**src/sv/assert_macros.svh**
```systemverilog
// Assertion helpers, clocked and reset-gated.
`ifndef ASSERT_MACROS_SVH
`define ASSERT_MACROS_SVH

`ifndef ASSERT_OFF

// Same-cycle implication
`define ASSERT_IMPL(label, clk, rst_n, ante, cons) \
    label: assert property (@(posedge clk) disable iff (!rst_n) (ante) |-> (cons)) \
        else $error("implication check failed");

// Next-cycle implication
`define ASSERT_NEXT(label, clk, rst_n, ante, cons) \
    label: assert property (@(posedge clk) disable iff (!rst_n) (ante) |=> (cons)) \
        else $error("next-cycle check failed");

`else

`define ASSERT_IMPL(label, clk, rst_n, ante, cons)
`define ASSERT_NEXT(label, clk, rst_n, ante, cons)

`endif

`endif

```
**src/sv/stg_pkg.sv**
```systemverilog
package stg_pkg;

    localparam int ID_W      = 6;
    localparam int ENTRIES   = 1 << ID_W;
    localparam int FRAC_BITS = 16;
    localparam int VAL_W     = 48;
    localparam int DIFF_W    = VAL_W + 1;
    localparam int SPAN_W    = 47;
    localparam int TIME_W    = 32;
    localparam int CFG_W     = 16;
    localparam int FUNC_W    = 2;
    localparam int SCALE_SH  = 7;                  // |d| > thr/128  <=>  |d|*128 > thr
    localparam int CMP_W     = DIFF_W + SCALE_SH + 1;
    localparam int ENT_W     = TIME_W + VAL_W;     // {last_time, prev_value}

    localparam logic [CFG_W-1:0] OVERRIDE_RST = CFG_W'(50);

    // MIDI threshold of 3.0, already scaled by 128
    localparam logic [DIFF_W-1:0] MIDI_THR = DIFF_W'(3) << (FRAC_BITS + SCALE_SH);

    localparam logic [FUNC_W-1:0] FN_ENABLE  = 2'd0;
    localparam logic [FUNC_W-1:0] FN_DISABLE = 2'd1;
    localparam logic [FUNC_W-1:0] FN_MOVE    = 2'd2;

    typedef struct packed {
        logic far_new;
        logic far_prev;
        logic same;
        logic late;
    } stg_cond_t;

endpackage

```
**src/sv/stg_eval.sv**
```systemverilog
module stg_eval (
    input  logic                               clk,
    input  logic                               load,
    input  logic signed [stg_pkg::VAL_W-1:0]   cur_value,
    input  logic signed [stg_pkg::VAL_W-1:0]   new_value,
    input  logic        [stg_pkg::VAL_W-1:0]   prev_value,
    input  logic                               prev_ok,
    input  logic        [stg_pkg::TIME_W-1:0]  now_ms,
    input  logic        [stg_pkg::TIME_W-1:0]  last_time,
    input  logic                               is_midi,
    input  logic        [stg_pkg::SPAN_W-1:0]  span,
    input  logic        [stg_pkg::CFG_W-1:0]   override_ms,
    output stg_pkg::stg_cond_t                 cond
);

    logic signed [stg_pkg::DIFF_W-1:0] cur_x;
    logic signed [stg_pkg::DIFF_W-1:0] new_x;
    logic signed [stg_pkg::DIFF_W-1:0] prev_x;
    logic        [stg_pkg::DIFF_W-1:0] span3;

    logic signed [stg_pkg::DIFF_W-1:0] diff_reg;
    logic signed [stg_pkg::DIFF_W-1:0] pdiff_reg;
    logic        [stg_pkg::DIFF_W-1:0] thr_reg;
    logic        [stg_pkg::TIME_W-1:0] elapsed_reg;

    function automatic logic is_far(input logic signed [stg_pkg::DIFF_W-1:0] d,
                                    input logic [stg_pkg::DIFF_W-1:0] thr);
        logic signed [stg_pkg::CMP_W-1:0] ds;
        logic signed [stg_pkg::CMP_W-1:0] ts;
        logic signed [stg_pkg::CMP_W-1:0] sum;
        ds  = {{(stg_pkg::CMP_W-stg_pkg::DIFF_W){d[stg_pkg::DIFF_W-1]}}, d}
              <<< stg_pkg::SCALE_SH;
        ts  = $signed({{(stg_pkg::CMP_W-stg_pkg::DIFF_W){1'b0}}, thr});
        sum = ds + ts;
        // far above: d*128 > thr; far below: d*128 < -thr
        return (ds > ts) || sum[stg_pkg::CMP_W-1];
    endfunction

    assign cur_x  = {cur_value[stg_pkg::VAL_W-1], cur_value};
    assign new_x  = {new_value[stg_pkg::VAL_W-1], new_value};
    assign prev_x = $signed({prev_value[stg_pkg::VAL_W-1], prev_value});
    assign span3  = {2'b00, span} + {1'b0, span, 1'b0};

    // first step: differences, threshold, elapsed time
    always_ff @(posedge clk)
    begin
        if (load)
        begin
            diff_reg    <= cur_x - new_x;
            pdiff_reg   <= prev_ok ? (cur_x - prev_x) : '0;
            thr_reg     <= is_midi ? stg_pkg::MIDI_THR : span3;
            elapsed_reg <= now_ms - last_time;
        end
    end

    // second step: compares
    always_comb
    begin
        cond.far_new  = is_far(diff_reg, thr_reg);
        cond.far_prev = is_far(pdiff_reg, thr_reg);
        cond.same     = (diff_reg[stg_pkg::DIFF_W-1] && pdiff_reg[stg_pkg::DIFF_W-1])
                     || (!diff_reg[stg_pkg::DIFF_W-1] && (diff_reg != '0)
                         && !pdiff_reg[stg_pkg::DIFF_W-1] && (pdiff_reg != '0));
        cond.late     = elapsed_reg > {{(stg_pkg::TIME_W-stg_pkg::CFG_W){1'b0}}, override_ms};
    end

endmodule

```
**config.mk**
```make
export PLATFORM = sky130hd
export DESIGN_NAME = stg_eval
export DESIGN_NICKNAME = d
export VERILOG_FILES = /design/src/sv/assert_macros.svh /design/src/sv/stg_pkg.sv /design/src/sv/stg_eval.sv
export SDC_FILE = /design/constraint.sdc
export NUM_CORES = 1
export LEC_CHECK = 0
export CAP_MARGIN = 20
export CORE_AREA = 2 2 147 292
export DETAILED_ROUTE_END_ITERATION = 6
export DIE_AREA = 0 0 149 294
export DONT_BUFFER_PORTS = 1
export PLACE_DENSITY_LB_ADDON = 0.25
export SYNTH_ARGS = -nofsm -noshare
export SYNTH_HDL_FRONTEND = slang
export SYNTH_SLANG_ARGS = --single-unit
export TNS_END_PERCENT = 10
```
**constraint.sdc**
```tcl
create_clock -name clk -period 3.15 [get_ports clk]
set_input_delay 0.4725 -clock clk [delete_from_list [all_inputs] [get_ports clk]]
set_output_delay 0.4725 -clock clk [all_outputs]
set_load 0.02 [all_outputs]
```
# ---- Yosys cells after proc, flatten, opt, wreduce, memory -nomap -nowiden
# Index checks and enable logic that the tools add are counted.
dict set report word_totals {
  output_inout_bits 4
  input_bits 275
  register_bits 179
}
dict set report classes {
  add_sub_neg 6
  magnitude_cmp 3
  n_reduce_logical 11
}
# operator n
set op_table {}
lappend op_table {{$add A56 B50 Y57} 2}
lappend op_table {{$gt A56 B50 Y1} 2}
lappend op_table {{$reduce_bool A49 Y1} 2}
lappend op_table {{$sub A48 B48 Y49} 2}
lappend op_table {{$add A47 B48 Y49} 1}
lappend op_table {{$gt A32 B16 Y1} 1}
lappend op_table {{$sub A32 B32 Y32} 1}
lappend op_table {{$logic_and A1 B1 Y1} 4}
lappend op_table {{$logic_or A1 B1 Y1} 3}
lappend op_table {{$logic_not A1 Y1} 2}

# ---- Logic depth before layout (Yosys ltp)
dict set report depth {
  word_depth 5
  ltp_mapped 12
  mapped_depth_nobuf 12
}

# ---- Worst setup path after synthesis
# OpenSTA, ideal clock, no wires.
dict set report synth_timing {
  path_type {input port to flip-flop}
  from {input port span[0] (netlist name)}
  to {register thr_reg[41] (netlist name), data pin}
  t_arrival_ns 3.032
  path_slack_ns -0.141
  t_required_ns 2.890
  path_stages 11
  path_cell_list {ha_1 fa_1 a21o_1 a21o_1 a2111oi_2 o31ai_2 a31o_2 a31oi_4 o21ai_1 a21oi_1 mux2_2}
}
dict set report synth_between {
  elab_chain_cells 1
}
# item line_no
set synth_lines {}
lappend synth_lines {{start: declaration} stg_eval.sv:11} ;# input logic [stg_pkg::SPAN_W-1:0] span,
lappend synth_lines {{$add A47 B48 Y49} stg_eval.sv:42} ;# assign span3 = {2'b00, span} + {1'b0, span, 1'b0};
lappend synth_lines {{end signal: assignment} stg_eval.sv:51} ;# thr_reg <= is_midi ? stg_pkg::MIDI_THR : span3;
lappend synth_lines {{end: declaration} stg_eval.sv:23} ;# logic [stg_pkg::DIFF_W-1:0] thr_reg;
# No other way between the ends.
# A chain may end at the register's enable or synchronous reset.

==> results by group <==
Worst hold path
  • Worst Hold Class: input port to register
  • Hold Startpoint: load

Clock tree
  • Clock slew at reported path FFs: 80 ps
  • Total CTS buffers: 17
  • H-tree depth: 4
  • Hold-fix buffers at CTS: 0
  • Max Buffers Root-to-Sink: 2
  • Num Clock Sinks: 179
  • CTS tree: built
  • Root buf cell: clkbuf_16

Floorplanning
  • Std-Cell Rows: 106
  • Chip width: 149 um
  • IO Pins: 279
  • Initial core utilization: 0.491
  • Die footprint: 0.0438 sq mm
  • Core area: 0.0416 sq mm
  • Chip height: 294 um

Timing
  • Fmax: 286 MHz
  • Clock period minus worst slack: 3500 ps
  • Worst slew margin: 0.446
  • Max-slew violations: 0
  • Final WS setup: -349 ps
  • Fin crit share: 1.11
  • Final setup viols: 3
  • Fin. Hold Viols: 0
  • RSZ-0062 raised after global routing: yes
  • Worst-margin pin slew: 831 ps

Yosys
  • Async set-reset flop share out of synthesis: 0
  • Largest area contributor in the netlist: edfxtp_1
  • FF+latch count, synth: 179
  • Post-synthesis sequential area ratio: 0.263
  • Dominant synthesized flop cell: edfxtp_1
  • Syn Nets: 2987
  • Post-synth EDFFs: 179
  • Top post-synthesis cells by area: edfxtp_1 26%, ha_1 22%, a21oi_1 5.7%
  • Synthesized cell area: 0.0205 sq mm
  • Synth top cells by count: 359 x ha_1, 249 x inv_1, 233 x a21oi_1, 194 x nor2_1, 179 x edfxtp_1
  • Post-Synthesis Cells: 2349
  • Top cell type's share of synthesized area: 0.263
  • Most frequent cell after synthesis: ha_1
  • Yosys warns: 0
  • Count of cell types in the netlist: 87
  • Syn_area_per_cell: 8.71 sq um

Routing
  • Starting DRT DRC Count: 1043
  • Antenna-violating nets left: 0
  • Via Count: 19300
  • Final wirelength: 72100 um
  • Post-DR vias/cell: 5.98
  • DR pass1 iterations: 7
  • Routed len/inst: 22.3 um
  • DR DRC count: 0

Status
  • Violated checks: negative setup slack
  • Outcome: complete, but fails checks

Critical path
  • Worst Path Arrival: 3030 ps
  • CP Launch Point: thr_reg[45]
  • Kind of critical path: register to output pin
  • Worst EP required: 2680 ps
  • CP Launch Type: register
  • CP Capture Type: output pin
  • Max FO, Critical Path: 4

Place
  • Final HPWL DP: 61100 um
  • Placed cell count: 3178
  • Port Buffers: 0
  • GPL Wtd Cong: 1.00
  • Place WS: -409 ps

Power and ir drop
  • Pwr dens: 413 mW/mm^2
  • Total power: 10100 uW
  • IR drop worst, VDD: 0.000303 V
  • Static Leak: 0.0116 uW

GRT
  • Total global routing overflow: 0
  • Largest net degree at the start of global routing: 180
  • Initial antenna violation count: 1
  • Total track usage: 0.324
  • First-pass GRT wire length: 108000 um
  • Vias in the first global route: 20000

Finish
  • Area growth syn-to-layout: 19.7%
  • Final nets: 3309
  • Final core occ: 0.588
  • Final Instance Count excl. Fillers: 3227
  • Share of cells above drive strength 1: 0.180

Run
  • Max-cap violation count: 0
[final cells by class]
class | instances | area [sq um]
Clock buffer | 19 | 433
Inverter | 250 | 938
Sequential cell | 179 | 5380
Tap cell | 540 | 676
Fill cell | 3805 | 17200
Multi-Input combinational cell | 1875 | 14300
Clock inverter | 13 | 103
Antenna cell | 3 | 7.51
Timing Repair Buffer | 348 | 2640
[per-stage QoR]
| step | setup TNS [ps] | instance area [sq um] | hold slack (ps) |
|---|---|---|---|
| 2_1_floorplan | 0 | 20500 | 585 |
| 6_report | -724 | 24500 | 109 |
| 4_1_cts | -816 | 24100 | 99.7 |
| 5_1_grt | -933 | 24500 | 107 |
| 3_5_place_dp | -5290 | 23400 | 593 |
| 3_3_place_gp | -4550 | 23400 | 597 |
[routing by layer]
metal	routed length, um	part of all wire	track usage	up-vias
li1	-	-	-	9245
met1	22700	0.32	0.280	9055
met2	38800	0.54	0.623	674
met3	2550	0.035	0.0412	327
met4	7950	0.11	0.300	0
met5	0	0	0	-
[layout by cell type, fill, tap and decap left out, types with 14 or more instances in the layout]
cell / count
o21bai_1: 49
a21oi_1: 226
o31ai_1: 14
nor3_1: 29
buf_4: 342
nand2_1: 121
nor4_1: 35
and2_1: 20
o21a_1: 25
nand2b_1: 26
and3_1: 21
a21o_1: 133
nor2_1: 194
o21ai_0: 94
nor2b_1: 34
xor2_1: 48
a31oi_1: 22
inv_1: 243
xnor2_1: 96
ha_1: 341
ha_4: 16
clkbuf_16: 17
nand3_1: 45
nand4_1: 54
edfxtp_1: 179
o211ai_1: 17
[power by group]
part	total, uW	leakage (uW)	switching (uW)	internal [uW]
logic	4610	0.00956	2470	2140
registers	3430	0.00174	352	3080
clock network	2070	0.000258	1040	1020
[timing repair]
item                                    CTS  global route
gates resized for setup                  31            47
endpoints found under the setup margin    4             5
setup buffers                             7             9
pin swaps                                12            21
[worst max-delay path, cell delays in order (launching register included)]
cell	delay, ps
edfxtp_1	350
buf_6	160
inv_2	60
ha_4	300
inv_1	40
a21oi_1	140
nor2_1	70
o21bai_1	190
a31oi_1	110
or2_2	300
buf_4	150
a211o_1	300
a21oi_2	140
buf_4	130
buf_6	110
[path summary, 6_finish.rpt]
kind | end | slack, ps | cells after the start
setup / recovery | cond[2] | -350 | 14
hold / removal | elapsed_reg[15] | 110 | 0
[logic make-up after synthesis]
| kind of cell | Yosys count | synth area share |
|---|---|---|
| AO/OA/AOI/OAI | 722 | 0.234 |
| adder cells (fa/ha/maj) | 363 | 0.223 |
| XOR/XNOR | 144 | 0.0616 |
| multiplexers | 6 | 0.00312 |
| buffers and inverters | 295 | 0.0596 |
| AND/OR/NAND/NOR | 640 | 0.156 |
| flip-flops | 179 | 0.263 |
No activity file was read; power rests on OpenSTA's default activity.
